## src/sv/tas_pkg.sv

```systemverilog
`default_nettype none
package tas_pkg;

	localparam int FRAC_BITS = 8;
	// quotient and root width
	localparam int QW = 16 + FRAC_BITS;
	// magnitude of r2^2 - r1^2 - d^2
	localparam int CMW = 34;
	localparam int NUMW = CMW + FRAC_BITS + 1;
	localparam int DENW = 17;
	localparam int RW = 2 * QW;
	localparam int XW = 26;
	localparam int YW = 24;
	localparam int XIW = 17 + FRAC_BITS + 2;
	localparam int QDEPTH = 4;
	localparam int QAW = 2;
	localparam int LATENCY = 2 * QW + 6;
	localparam logic signed [15:0] OFFSET_RST = 16'sd620;

	typedef enum logic [1:0] {
		ST_SAME    = 2'd0,
		ST_NONE    = 2'd1,
		ST_TANGENT = 2'd2,
		ST_TWO     = 2'd3
	} status_t;

	typedef struct packed {
		logic signed [15:0] anchor_one_pos;
		logic signed [15:0] anchor_two_pos;
		logic [15:0]        range_one;
		logic [15:0]        range_two;
	} in_t;

	typedef struct packed {
		logic signed [XW-1:0] pos_x;
		logic [YW-1:0]        pos_y;
		logic [1:0]           solve_status;
	} out_t;

	typedef struct packed {
		logic                neg;
		logic [NUMW-1:0]     num;
		logic [DENW-1:0]     den;
		logic signed [16:0]  c1;
		logic [15:0]         r1;
		status_t             st;
	} qe_t;

endpackage
`default_nettype wire

```

## src/sv/tas_front.sv

```systemverilog
`default_nettype none
module tas_front (
	input  wire logic                clk,
	input  wire logic                arst_n,
	input  wire logic                acc,
	input  wire tas_pkg::in_t        req,
	input  wire logic signed [15:0]  offset,
	output logic                     push,
	output tas_pkg::qe_t             ent
);
	import tas_pkg::*;

	logic signed [16:0] c1_d, c2_d, dd_d;
	logic [16:0]        ndd_d, sum_d;
	logic [15:0]        dabs_d, diff_d;
	status_t            st_d;

	logic               vld_s1, dneg_s1;
	logic signed [16:0] c1_s1;
	logic [15:0]        dabs_s1, r1_s1, r2_s1;
	status_t            st_s1;

	logic               vld_s2, dneg_s2;
	logic signed [16:0] c1_s2;
	logic [15:0]        dabs_s2, r1_s2;
	logic [31:0]        sq1_s2, sq2_s2, sqd_s2;
	status_t            st_s2;

	logic signed [CMW:0] c_d;
	logic [CMW:0]        nc_d;
	logic [CMW-1:0]      cm_d;

	always_comb begin
		c1_d = {req.anchor_one_pos[15], req.anchor_one_pos} - {offset[15], offset};
		c2_d = {req.anchor_two_pos[15], req.anchor_two_pos} - {offset[15], offset};
		dd_d = c1_d - c2_d;
		ndd_d = -dd_d;
		dabs_d = dd_d[16] ? ndd_d[15:0] : dd_d[15:0];
		sum_d = {1'b0, req.range_one} + {1'b0, req.range_two};
		diff_d = (req.range_one > req.range_two) ? req.range_one - req.range_two
			: req.range_two - req.range_one;
		if (dd_d == 17'sd0 && req.range_one == req.range_two) begin
			st_d = ST_SAME;
		end else if ({1'b0, dabs_d} > sum_d || dabs_d < diff_d) begin
			st_d = ST_NONE;
		end else if ({1'b0, dabs_d} == sum_d || dabs_d == diff_d) begin
			st_d = ST_TANGENT;
		end else begin
			st_d = ST_TWO;
		end
	end

	always_ff @(posedge clk or negedge arst_n) begin
		if (!arst_n) begin
			vld_s1 <= 1'b0;
			vld_s2 <= 1'b0;
		end else begin
			vld_s1 <= acc;
			vld_s2 <= vld_s1;
		end
	end

	always_ff @(posedge clk) begin
		c1_s1   <= c1_d;
		dneg_s1 <= dd_d[16];
		dabs_s1 <= dabs_d;
		r1_s1   <= req.range_one;
		r2_s1   <= req.range_two;
		st_s1   <= st_d;

		sq1_s2  <= r1_s1 * r1_s1;
		sq2_s2  <= r2_s1 * r2_s1;
		sqd_s2  <= dabs_s1 * dabs_s1;
		c1_s2   <= c1_s1;
		dneg_s2 <= dneg_s1;
		dabs_s2 <= dabs_s1;
		r1_s2   <= r1_s1;
		st_s2   <= st_s1;
	end

	always_comb begin
		c_d = {{(CMW-31){1'b0}}, sq2_s2} - {{(CMW-31){1'b0}}, sq1_s2}
			- {{(CMW-31){1'b0}}, sqd_s2};
		nc_d = -c_d;
		cm_d = c_d[CMW] ? nc_d[CMW-1:0] : c_d[CMW-1:0];
		ent.neg = c_d[CMW] ^ dneg_s2;
		ent.num = ({{(NUMW-CMW){1'b0}}, cm_d} << FRAC_BITS)
			+ {{(NUMW-16){1'b0}}, dabs_s2};
		ent.den = {dabs_s2, 1'b0};
		ent.c1 = c1_s2;
		ent.r1 = r1_s2;
		ent.st = st_s2;
		push = vld_s2;
	end

endmodule
`default_nettype wire

```

## config.mk

```make
export PLATFORM = sky130hd
export DESIGN_NAME = tas_front
export DESIGN_NICKNAME = d
export VERILOG_FILES = /design/src/sv/tas_pkg.sv /design/src/sv/tas_front.sv
export SDC_FILE = /design/constraint.sdc
export NUM_CORES = 2
export LEC_CHECK = 0
export ABC_CLOCK_PERIOD_IN_PS = 9440
export BUFFER_PORTS_ARGS = -buffer_cell sky130_fd_sc_hd__buf_2
export CAP_MARGIN = 20
export CORE_ASPECT_RATIO = 1.1
export CORE_UTILIZATION = 65
export CTS_BUF_LIST = sky130_fd_sc_hd__clkbuf_2 sky130_fd_sc_hd__clkbuf_4 sky130_fd_sc_hd__clkbuf_8
export CTS_CLUSTER_SIZE = 16
export DETAILED_ROUTE_END_ITERATION = 6
export PLACE_DENSITY = 0.84
export SLEW_MARGIN = 0
export SYNTH_ARGS = -nofsm -noshare
export SYNTH_HDL_FRONTEND = slang
export SYNTH_SLANG_ARGS = --single-unit
```

## constraint.sdc

```tcl
create_clock -name clk -period 9.44 [get_ports clk]
set_input_delay 0.944 -clock clk [delete_from_list [all_inputs] [get_ports clk]]
set_output_delay 0.944 -clock clk [all_outputs]
set_load 0.05 [all_outputs]
```

==> results_dict.tcl <==
set metrics [dict create \
    status "completed" \
    slew_headroom 0.381 \
    setup-tns-final_ns 0 \
    avgSynthCellArea_um2 8.68 \
    fin_nets 5472 \
    fmax_mhz 111 \
    final_area_mm2 0.0395 \
    maxSlewViolCount 0 \
    critical_path_arrival_ns 8.07 \
    grt_start_max_net_pins 34 \
    cts.sinks 213 \
    synth_edf_count 0 \
    avgRoutedWirePerCell_um 16.8 \
    place_congestion 0.938 \
    cp_max_fo 6 \
    min_period_over_period 0.954 \
    port_buffers 177 \
    crit_path_frequent_cell "o21ai_1" \
    clk-insertion-delay-late_ns 0.66 \
    setup_ws_ns 0.430 \
    initial_core_util 0.658 \
    worstSetupPathType "register to output port" \
    tritoncts "built" \
    fin_skew_ns 0.0614 \
    worstMarginPinSlew_ns 0.929 \
    placed_area_mm2 0.0384 \
    cap_violations 0 \
    io-pin-count 180 \
    die_h_um 252 \
    slowest_stage "a221o_1" \
    ys_seq_area_frac 0.116 \
    syn_inst 4251 \
    antenna_found_initial 4 \
    rows 91 \
    grt_pass1_wl_um 144000 \
    routed_wl_um 86700 \
    nFillCells 4271 \
    dieArea_mm2 0.0577 \
    synth_ff_type "dfxtp_1" \
    dp_slack_ns 0.148 \
    syn_area_mm2 0.0369 \
    ctsLongestPathBuffers 3 \
    synth_async_sr_flop_share 0.00939 \
    gr-total-overflow 0 \
    period_needed_ns 9.01 \
    die_w_um 229 \
    h-tree-depth 2 \
    hold_path_class "input pin to asynchronous set/reset pin" \
    grt_use_total 0.308 \
    finalSetupViolations 0 \
    cts_buffers 40 \
    num_vias 29000 \
    drive_above_1_share 0.0776 \
    dp_hpwl_um 71200 \
    syn_to_final_growth_pct 7.02 \
    finalHoldViolCount 0 \
    grt_pass1_vias 30100 \
    cp-end-kind "output port" \
    vias_per_cell 5.60 \
    ant_nets 0 \
    cts_hold_buffers 0 \
    drt_iter0_drc 1559 \
    slowest_delay_ns 0.40 \
    synth.distinct_cells 91 \
    core_region_area_mm2 0.0560 \
    ys_ff_latch 213 \
    start_kind "register" \
    cts_root_buf "clkbuf_8" \
    rsz0062_at_grt "false" \
    drc 0 \
    critPathRequiredTime_ns 8.50 \
    clk_pin_slew_ns 0.07 \
    ys.warnings.count 0 \
    firstDrtPassIters 7 \
]
==> synth_stat cells, types with 52 or more instances <==
cell type | n | area [µm²]
xnor2_1 | 208 | 1820
o21ai_0 | 115 | 576
xor2_1 | 69 | 604
a21oi_1 | 204 | 1020
clkbuf_1 | 81 | 304
o21bai_1 | 52 | 390
nand2_1 | 289 | 1080
dfxtp_1 | 211 | 4220
inv_1 | 909 | 3410
nor3_1 | 63 | 315
and2_1 | 169 | 1060
a21o_1 | 89 | 668
fa_1 | 515 | 10300
nor2_1 | 222 | 833
ha_1 | 482 | 6030
==> metrics by stage <==
step,hold slack (ns),util,instances
CTS,0.0693,0.703,5160
global route,0.0848,0.705,5168
global placement,0.310,0.685,5085
floorplan,0.310,-,4252
finish,0.111,0.705,5169
detailed placement,0.312,0.685,5085
==> worst paths after layout <==
check                                from          to  slack, ns  cells past startpoint
worst max-delay path            sq1_s2[2]     ent[87]       0.43                     39
min in group clk                c1_s1[16]   c1_s2[16]       0.32                      0
worst max register to register   r1_s1[2]  sq1_s2[31]       1.07                     27
worst min register to register  c1_s1[16]   c1_s2[16]       0.32                      0
worst min-delay path               arst_n      vld_s1       0.11                      1
max in group asynchronous          arst_n        push       9.24                      1
==> state kept, by name, indices dropped and copies added, names as in the netlist <==
signal	count
st_s1	2
r2_s1	16
c1_s1	17
dabs_s2	15
dabs_s1	16
c1_s2	17
sq2_s2	31
r1_s1	16
push	1
dneg_s1	1
r1_s2	15
st_s2	2
sqd_s2	31
dneg_s2	1
vld_s1	1
sq1_s2	31
==> metal layers <==
layer | part of all wire | up-vias | global-route usage
li1 | - | 13900 | -
met1 | 0.41 | 14000 | 0.381
met2 | 0.48 | 867 | 0.531
met3 | 0.058 | 213 | 0.0443
met4 | 0.051 | 2 | 0.147
met5 | 0.00016 | - | 0
==> final cells by class <==
class | instances | area, µm² | share of cell area
Clock buffer | 52 | 672 | 0.0170
Sequential cell | 213 | 4280 | 0.108
Multi-Input combinational cell | 3021 | 28800 | 0.730
Clock inverter | 19 | 241 | 0.00612
Tap cell | 744 | 931 | 0.0236
Inverter | 912 | 3420 | 0.0867
Antenna cell | 4 | 10.0 | 0.000254
Timing Repair Buffer | 204 | 1110 | 0.0281
==> cells in the final DEF, fill, tap and decap left out, types with 9 or more instances in the layout <==
cell type,netlist,final
a31oi_1,26,25
o21a_1,38,38
or2_2,25,25
clkbuf_4,0,10
fa_1,515,515
o31ai_1,16,15
ha_1,482,479
nor2_1,222,221
nor2b_1,42,42
or3_1,23,23
clkbuf_8,0,45
and2_1,169,169
xnor2_1,208,208
xor2_1,69,69
o21bai_1,52,51
and3_1,17,17
o211ai_1,14,14
a21o_1,89,89
mux2i_1,13,13
inv_1,909,909
or4_1,9,9
a211oi_1,23,23
dfxtp_1,211,209
buf_2,5,170
nor4_1,15,15
a211o_1,13,13
buf_4,12,30
o21ai_0,115,111
nand4_1,27,27
a21oi_1,204,201
nand2_1,289,289
nand3_1,42,42
nor3_1,63,62
nand2b_1,42,42
==> logic make-up after synthesis <==
kind of cell             count (synthesis)  share of synthesized area
AO/OA/AOI/OAI                          701                      0.124
XOR/XNOR                               278                     0.0664
adder cells (fa/ha/maj)                998                      0.443
buffers and inverters                 1018                      0.105
flip-flops                             213                      0.116
multiplexers                            20                    0.00566
other                                    1                   0.000102
AND/OR/NAND/NOR                       1022                      0.139
==> worst max-delay path, delay by kind of cell, from the launching register on <==
kind                     cells  cell delay, ns
buffers and inverters        3            0.44
adder cells (fa/ha/maj)      3            0.79
XOR/XNOR                     2            0.26
AO/OA/AOI/OAI               24            4.59
AND/OR/NAND/NOR              7            1.02
flip-flops                   1            0.35
==> timing repair <==
action	in CTS	in global routing
pin swaps	4	6
endpoints found under the setup margin	21	18
buffers inserted	4	5
gates resized for setup	9	21
Power is left out: the tool's default activity adds up to more than one toggle a clock period on the data nets, which glitch-free logic cannot reach.
