==> src/sv/tas_pkg.sv <==
`default_nettype none
package tas_pkg;

	localparam int FRAC_BITS = 8;
	// quotient and root width
	localparam int QW = 16 + FRAC_BITS;
	// magnitude of r2^2 - r1^2 - d^2
	localparam int CMW = 34;
	localparam int NUMW = CMW + FRAC_BITS + 1;
	localparam int DENW = 17;
	localparam int RW = 2 * QW;
	localparam int XW = 26;
	localparam int YW = 24;
	localparam int XIW = 17 + FRAC_BITS + 2;
	localparam int QDEPTH = 4;
	localparam int QAW = 2;
	localparam int LATENCY = 2 * QW + 6;
	localparam logic signed [15:0] OFFSET_RST = 16'sd620;

	typedef enum logic [1:0] {
		ST_SAME    = 2'd0,
		ST_NONE    = 2'd1,
		ST_TANGENT = 2'd2,
		ST_TWO     = 2'd3
	} status_t;

	typedef struct packed {
		logic signed [15:0] anchor_one_pos;
		logic signed [15:0] anchor_two_pos;
		logic [15:0]        range_one;
		logic [15:0]        range_two;
	} in_t;

	typedef struct packed {
		logic signed [XW-1:0] pos_x;
		logic [YW-1:0]        pos_y;
		logic [1:0]           solve_status;
	} out_t;

	typedef struct packed {
		logic                neg;
		logic [NUMW-1:0]     num;
		logic [DENW-1:0]     den;
		logic signed [16:0]  c1;
		logic [15:0]         r1;
		status_t             st;
	} qe_t;

endpackage
`default_nettype wire

==> src/sv/tas_queue.sv <==
`default_nettype none
module tas_queue (
	input  wire logic          clk,
	input  wire logic          arst_n,
	input  wire logic          push,
	input  wire tas_pkg::qe_t  din,
	output logic               pop,
	output tas_pkg::qe_t       dout,
	output logic               busy
);
	import tas_pkg::*;

	qe_t              entries_q [QDEPTH];
	logic [QAW-1:0]   wr_q, rd_q;
	logic [QAW:0]     cnt_q;

	// back end drains one request per cycle, never stalls
	assign pop  = (cnt_q != '0);
	assign dout = entries_q[rd_q];
	// two requests may still be in the front stages
	assign busy = (cnt_q > (QAW+1)'(QDEPTH - 3));

	always_ff @(posedge clk or negedge arst_n) begin
		if (!arst_n) begin
			wr_q  <= '0;
			rd_q  <= '0;
			cnt_q <= '0;
		end else begin
			if (push) wr_q <= wr_q + 1'b1;
			if (pop) rd_q <= rd_q + 1'b1;
			cnt_q <= cnt_q + (QAW+1)'(push) - (QAW+1)'(pop);
		end
	end

	always_ff @(posedge clk) begin
		if (push) entries_q[wr_q] <= din;
	end

endmodule
`default_nettype wire

==> config.mk <==
export PLATFORM = sky130hd
export DESIGN_NAME = tas_queue
export DESIGN_NICKNAME = d
export VERILOG_FILES = /design/src/sv/tas_pkg.sv /design/src/sv/tas_queue.sv
export SDC_FILE = /design/constraint.sdc
export NUM_CORES = 1
export LEC_CHECK = 0
export ABC_AREA = 1
export BUFFER_PORTS_ARGS = -buffer_cell sky130_fd_sc_hd__buf_2
export CORE_ASPECT_RATIO = 0.5
export CORE_MARGIN = 2
export CORE_UTILIZATION = 60
export CTS_CLUSTER_DIAMETER = 50
export DETAILED_ROUTE_END_ITERATION = 12
export GPL_TIMING_DRIVEN = 0
export PLACE_DENSITY = 0.92
export SETUP_SLACK_MARGIN = 0.02
export SLEW_MARGIN = 10
export SYNTH_ARGS = -nofsm -noshare
export SYNTH_HDL_FRONTEND = slang
export SYNTH_SLANG_ARGS = --single-unit
==> constraint.sdc <==
create_clock -name clk -period 8.6 [get_ports clk]
set_input_delay 1.29 -clock clk [delete_from_list [all_inputs] [get_ports clk]]
set_output_delay 1.29 -clock clk [all_outputs]
set_load 0.05 [all_outputs]
==> results of run 1 <==
==> cells by family (layout without fill, tap and decap cells) <==
| logic type | Yosys count | after routing | synth area share |
|---|---|---|---|
| adder cells (fa/ha/maj) | 8 | 8 | 0.006495 |
| AO/OA/AOI/OAI | 3 | 3 | 0.0009060 |
| buffers and inverters | 463 | 720 | 0.1144 |
| AND/OR/NAND/NOR | 688 | 688 | 0.1705 |
| flip-flops | 391 | 391 | 0.7066 |
| XOR/XNOR | 2 | 2 | 0.001058 |
| other | 0 | 9 | 0 |
==> layer usage <==
metal,track usage,wire length [µm],vias to the layer above
li1,-,-,5322
met1,0.3140,14120,5336
met2,0.4608,19550,478
met3,0.04186,2543,104
met4,0.1324,1443,2
met5,0,13,-
==> state kept, by name (all words and copies together) (netlist names) <==
name / count
cnt_q: 3
entries_q: 384
rd_q: 2
wr_q: 2
==> area by class of cell <==
type                            instances  area share
Sequential cell                       391      0.6106
Multi-Input combinational cell        701      0.1547
Inverter                              398     0.07910
Timing Repair Buffer                  200     0.05691
Clock buffer                           46     0.05006
Tap cell                              352     0.02297
Buffer                                 65     0.02082
Clock inverter                         11    0.003720
Antenna cell                            9    0.001175
==> worst paths after layout <==
| path | startpoint | endpoint | depth (start not counted) |
|---|---|---|---|
| worst max-delay path | rd_q[1]$_DFFE_PN0N_ | dout[4] | 6 |
| worst max register to register | cnt_q[1]$_DFF_PN0_ | cnt_q[2]$_DFF_PN0_ | 8 |
| worst min register to register | wr_q[0]$_DFFE_PN0P_ | wr_q[0]$_DFFE_PN0P_ | 1 |
| min in group asynchronous | arst_n | wr_q[0]$_DFFE_PN0P_ | 1 |
| worst min-delay path | wr_q[0]$_DFFE_PN0P_ | wr_q[0]$_DFFE_PN0P_ | 1 |
| max in group asynchronous | arst_n | cnt_q[0]$_DFF_PN0_ | 1 |
==> cells in the final DEF, fill, tap and decap left out <==
master	n
xor2_1	2
nand2_1	493
bufinv_16	1
o21ai_1	1
clkbuf_16	37
buf_16	4
edfxtp_1	384
ha_1	7
buf_4	18
buf_1	2
inv_6	4
nand3_1	194
dfrtp_1	7
nor2_1	1
inv_2	1
diode_2	9
inv_1	392
buf_6	7
o21ai_0	2
clkinv_2	3
buf_2	224
clkbuf_1	19
inv_4	1
fa_1	1
clkinv_1	7
==> per-stage QoR <==
stage / cell area (µm²) / setup WS (ns) / hold WS [ns] / util / std cells
final: 19170 / 5.105 / 0.5531 / 0.7154 / 2173
after global routing: 19170 / 4.959 / 0.5816 / 0.7152 / 2171
after CTS: 19150 / 5.093 / 0.5483 / 0.7145 / 2164
after detailed placement: 18120 / 5.592 / 0.5353 / 0.6761 / 2107
after global placement: 17990 / 3.099 / 0.5211 / 0.6712 / 2103
after floorplan: 16570 / 4.703 / 0.4936 / - / 1555
==> critical path, delay by kind of cell, from the launching register on <==
kind / cells / cell delay, ns
simple gates: 2 / 0.25
buf+inv: 4 / 1.04
flops: 1 / 0.38
==> power by group through the flow <==
stage	sequential (mW)	combinational, mW	clock [mW]
final	2.58	3.58	1.46
after floorplan	2.62	2.56	0
after global placement	2.66	3.43	0
after detailed placement	2.61	3.56	0
after CTS	2.57	3.58	1.47
after global routing	2.60	3.81	1.55
==> run_results.csv, run 1 <==
group,metric,value,unit
status,run_status,"completed",
timing,layout_worst_path_cycle_share,0.4064,
cells_and_area,area_growth,15.72,%
die,chipHeight,121.5,µm
synth,synth_edf_count,384,
timing,period_needed,3.495,ns
die,fp.dieW,239.0,µm
timing,worst_slew_pin_slew,0.5860,ns
synth,synthCells,1555,
power,p_leak,9.037,nW
timing,relSlewSlack,0.6093,
power,pwr-share-clk,0.191,
worst_setup_path,arrival,2.21,ns
power,power.internal,4.110,mW
clock_tree,holdBufCountCts,0,
worst_setup_path,max_stage_delay,0.47,ns
clock_tree,cts_tree,"yes",
clock_tree,clockBufferDepth,3,
synth,ys_types,18,
global_route,grt_usage,0.2602,
cells_and_area,drive_above_1_share,0.1656,
timing,final-max-slew-violation-count,0,
synth,netlist_area,16570,µm²
synth,ys_ff_latch,391,
synth,yosysSeqAreaShare,0.7066,
synth,synth_area_per_cell,10.65,µm²
worst_setup_path,worst_setup_path_start_kind,"register",
worst_setup_path,critPathKind,"reg -> out",
route,antenna_left,0,
route,vias_per_cell,5.173,
worst_setup_path,cp_slowest_cell,"clkbuf_1",
global_route,grt_pass1_wl,57210,µm
clock_tree,clk_pin_slew_worst_paths,0.06,ns
worst_setup_path,critPathMaxFanout,10,
route,vias,11240,
route,detailedRoute.firstIterationViolations,1164,
cells_and_area,fillers,1678,
synth,async_reset_ff_frac,0.01790,
flow_run,cap_violations,0,
clock_tree,cts-root-buf,"clkbuf_16",
die,rows,42,
synth,synth.yosys.warnings,0,
worst_setup_path,rrSetupSlack,6.58,ns
worst_setup_path,cp_data_required_time,7.31,ns
hold_path,hold_class,"reg -> reg",
power,switching_share,0.4597,
power,p_seq_frac,0.339,
clock_tree,insertion_delay,0.52,ns
timing,rsz0062_at_grt,"no",
die,core_area,26800,µm²
synth,yosysTopAreaCell,"edfxtp_1",
cells_and_area,multi_input_area,2965,µm²
power,vdd_ir_drop_max,0.2105,mV
route,drc,0,
placement,gp_congestion,0.7590,
placement,port_buffers,196,
timing,finalSetupViolCount,0,
cells_and_area,ff_latch_area,11710,µm²
clock_tree,clock-sinks,391,
timing,hold_viol,0,
power,p_comb_frac,0.470,
global_route,grt_pass1_vias,11330,
route,first_pass_iters,6,
cells_and_area,nNetsFinal,1899,
timing,fin_setup_tns,0,ns
power,powerDensity,396.8,nW/µm²
worst_setup_path,path_cells,"buf_6 -> inv_4 -> clkbuf_1 -> nand3_1 -> nand2_1 -> buf_2",
worst_setup_path,end_kind,"output port",
route,routedWlPerCell,17.33,µm
synth,synthTopCellsByArea,"edfxtp_1, nand2_1, inv_1",
placement,dp_hpwl,23520,µm
die,io_pins,197,
clock_tree,cts_max_level,2,
synth,yosysMostFrequentCell,"nand2_1",
die,start_util,0.6182,
global_route,antenna_found_initial,10,
synth,synth_top_area_share,0.6960,
synth,synth-main-ff-cell,"edfxtp_1",
power,p_sw,3.497,mW
global_route,grt_overflow,0,
clock_tree,cts_resized,0,
timing,max_freq,286.1,MHz
power,power.total,7.607,mW
synth,synth_common_cells,"nand2_1, inv_1, edfxtp_1",
timing,finClkSkew,0.01602,ns
clock_tree,post_cts_buffers,0,
global_route,grt_max_degree,70,
die,die_area,29040,µm²
route,detail_route.wirelength,37670,µm
clock_tree,tritoncts.num_buffers,35,
synth,syn_nets,1662,
No activity file was read; power rests on OpenSTA's default activity.
==> inputs of run 2 (changes only) <==
--- a/config.mk
+++ b/config.mk
@@ -9,11 +9,11 @@
 export BUFFER_PORTS_ARGS = -buffer_cell sky130_fd_sc_hd__buf_2
 export CORE_ASPECT_RATIO = 0.5
 export CORE_MARGIN = 2
-export CORE_UTILIZATION = 60
+export CORE_UTILIZATION = 58
 export CTS_CLUSTER_DIAMETER = 50
 export DETAILED_ROUTE_END_ITERATION = 12
 export GPL_TIMING_DRIVEN = 0
-export PLACE_DENSITY = 0.92
+export PLACE_DENSITY = 0.89
 export SETUP_SLACK_MARGIN = 0.02
 export SLEW_MARGIN = 10
 export SYNTH_ARGS = -nofsm -noshare
==> constraint.sdc (replaced) <==
create_clock -name clk -period 3.6 [get_ports clk]
set_input_delay 0.54 -clock clk [delete_from_list [all_inputs] [get_ports clk]]
set_output_delay 0.54 -clock clk [all_outputs]
set_load 0.05 [all_outputs]
==> run 2 against run 1 <==
  * Register-to-register slack worse by 5.0 ns
  * Highest routed layer is now met4
  * First-iteration DRC count is 10% lower
  * Critical path type unchanged
  * Hold slack worse by 0.32 ns
  * Die area is 3.4% higher
==> run_results.csv, run 2 (synthesized netlist as in run 1, its figures left out) <==
group,metric,value,unit
route,routedWlPerCell,17.11,µm
timing,rsz0062_at_grt,"no",
global_route,use_met2,0.4539,
hold_path,min_from,"din[87]",
placement,placed_cells,2137,
clock_tree,cts_max_level,2,
cells_and_area,final_cell_mix,"nand2_1, inv_1, edfxtp_1, buf_2, nand3_1",
timing,max_freq,363.7,MHz
die,die_area,30010,µm²
worst_setup_path,crit_path_start,"rd_q[1]$_DFFE_PN0N_",
worst_setup_path,end_kind,"output port",
clock_tree,cts_resized,0,
clock_tree,tritoncts.num_buffers,35,
worst_setup_path,reg2reg_from,"cnt_q[1]$_DFF_PN0_",
power,switching_share,0.4617,
clock_tree,clock-sinks,391,
route,detailedRoute.firstIterationViolations,1047,
global_route,antenna_found_initial,7,
timing,finClkSkew,0.02146,ns
power,power.total,18.13,mW
power,powerDensity,943.7,nW/µm²
clock_tree,insertion_delay,0.52,ns
worst_setup_path,rrSetupSlack,1.60,ns
flow_run,cap_violations,0,
placement,port_buffers,196,
cells_and_area,nNetsFinal,1900,
die,chipHeight,123.5,µm
clock_tree,post_cts_buffers,0,
power,p_comb_frac,0.472,
worst_setup_path,cp_data_required_time,3.06,ns
timing,period_needed,2.749,ns
clock_tree,clockBufferDepth,3,
worst_setup_path,cp_slowest_cell,"clkbuf_1",
worst_setup_path,path_cells,"buf_6 -> inv_4 -> clkbuf_1 -> nand3_1 -> nand2_1 -> buf_2",
power,vdd_ir_drop_max,0.6597,mV
power,p_sw,8.369,mW
die,fp.dieW,243.0,µm
power,power.internal,9.759,mW
cells_and_area,largest_reg_flops,384,
power,p_leak,9.039,nW
die,core_area,27870,µm²
route,vias_per_cell,5.091,
clock_tree,clk_pin_slew_worst_paths,0.07,ns
cells_and_area,fillers,1887,
timing,final-max-slew-violation-count,0,
cells_and_area,area_growth,15.95,%
placement,gp_congestion,0.7625,
cells_and_area,final_common_cell,"nand2_1",
global_route,grt_overflow,0,
worst_setup_path,worst_setup_path_start_kind,"register",
clock_tree,cts-root-buf,"clkbuf_16",
timing,worst_slew_pin_slew,0.5987,ns
timing,finalSetupViolCount,0,
placement,dp_hpwl,23700,µm
route,detail_route.wirelength,37740,µm
global_route,grt_max_degree,79,
route,antenna_left,0,
cells_and_area,fin_cells,2206,
timing,layout_worst_path_cycle_share,0.7637,
cells_and_area,drive_above_1_share,0.1663,
die,io_pins,197,
timing,relSlewSlack,0.6009,
cells_and_area,largest_registers,"entries_q x384, cnt_q x3",
route,vias,11230,
worst_setup_path,critPathKind,"reg -> out",
power,pwr-share-clk,0.189,
route,drc,0,
die,start_util,0.5945,
clock_tree,cts_tree,"yes",
global_route,grt-busiest-layer,"met2",
worst_setup_path,arrival,2.21,ns
timing,hold_viol,0,
status,run_status,"completed",
global_route,grt_usage,0.2486,
global_route,grt_pass1_wl,56720,µm
worst_setup_path,max_stage_delay,0.49,ns
die,rows,43,
global_route,grt_pass1_vias,11010,
hold_path,hold_class,"in -> reg",
cells_and_area,top_register,"entries_q",
timing,fin_setup_tns,0,ns
global_route,grt_util_met1,0.2992,
worst_setup_path,critPathMaxFanout,10,
global_route,use_met3,0.04146,
route,first_pass_iters,5,
power,p_seq_frac,0.339,
-- run 2: metal layers --
layer	vias to the layer above	routed length, µm
met4	0	1283
met1	5326	14320
met5	-	0
met2	480	19630
li1	5329	-
met3	95	2512
-- run 2: worst paths after layout --
path / depth (start not counted) / to
worst min-delay path: 1 / entries_q[3][87]$_DFFE_PP_
min in group asynchronous: 2 / wr_q[0]$_DFFE_PN0P_
worst min register to register: 1 / wr_q[0]$_DFFE_PN0P_
max in group asynchronous: 2 / cnt_q[0]$_DFF_PN0_
worst max-delay path: 6 / dout[38]
worst max register to register: 8 / cnt_q[2]$_DFF_PN0_
-- run 2: stage by stage --
stage / hold WS [ns] / utilization / area [µm²] / worst slack (ns)
floorplan: 0.2444 / - / 16570 / 0.4529
CTS: 0.2188 / 0.6886 / 19190 / 0.8207
detailed placement: 0.3882 / 0.6515 / 18160 / 1.362
global route: 0.2167 / 0.6891 / 19200 / 0.7470
finish: 0.2336 / 0.6893 / 19210 / 0.8508
global placement: 0.3871 / 0.6468 / 18030 / -1.162
-- run 2: power groups by stage --
stage / logic (mW) / clock network, mW / registers [mW]
3_3_place_gp: 8.22 / 0 / 6.34
6_report: 8.55 / 3.43 / 6.15
2_1_floorplan: 6.13 / 0 / 6.26
5_1_grt: 9.13 / 3.65 / 6.20
3_5_place_dp: 8.49 / 0 / 6.24
4_1_cts: 8.54 / 3.45 / 6.15
-- run 2: worst max-delay path, delay by kind of cell, from the launching register on --
family | cells | cell delay, ns
simple gates | 2 | 0.28
flops | 1 | 0.38
buf+inv | 4 | 1.03
-- run 2: cell type report --
| class | instances | area [µm²] | area share |
|---|---|---|---|
| inverters | 398 | 1516 | 0.07894 |
| clock buffers | 48 | 967.2 | 0.05035 |
| clock inverters | 12 | 56.30 | 0.002931 |
| multi-input cells | 701 | 2965 | 0.1544 |
| diodes | 8 | 20.02 | 0.001042 |
| repair buffers | 201 | 1101 | 0.05732 |
| well taps | 382 | 478.0 | 0.02488 |
| flip-flops and latches | 391 | 11710 | 0.6094 |
| plain buffers | 65 | 399.1 | 0.02078 |
-- run 2: what timing repair did --
| action | in CTS | in global routing |
|---|---|---|
| setup endpoints to repair | 0 | 0 |
| hold endpoints to repair | 7 | 0 |
| hold buffers | 1 | 0 |
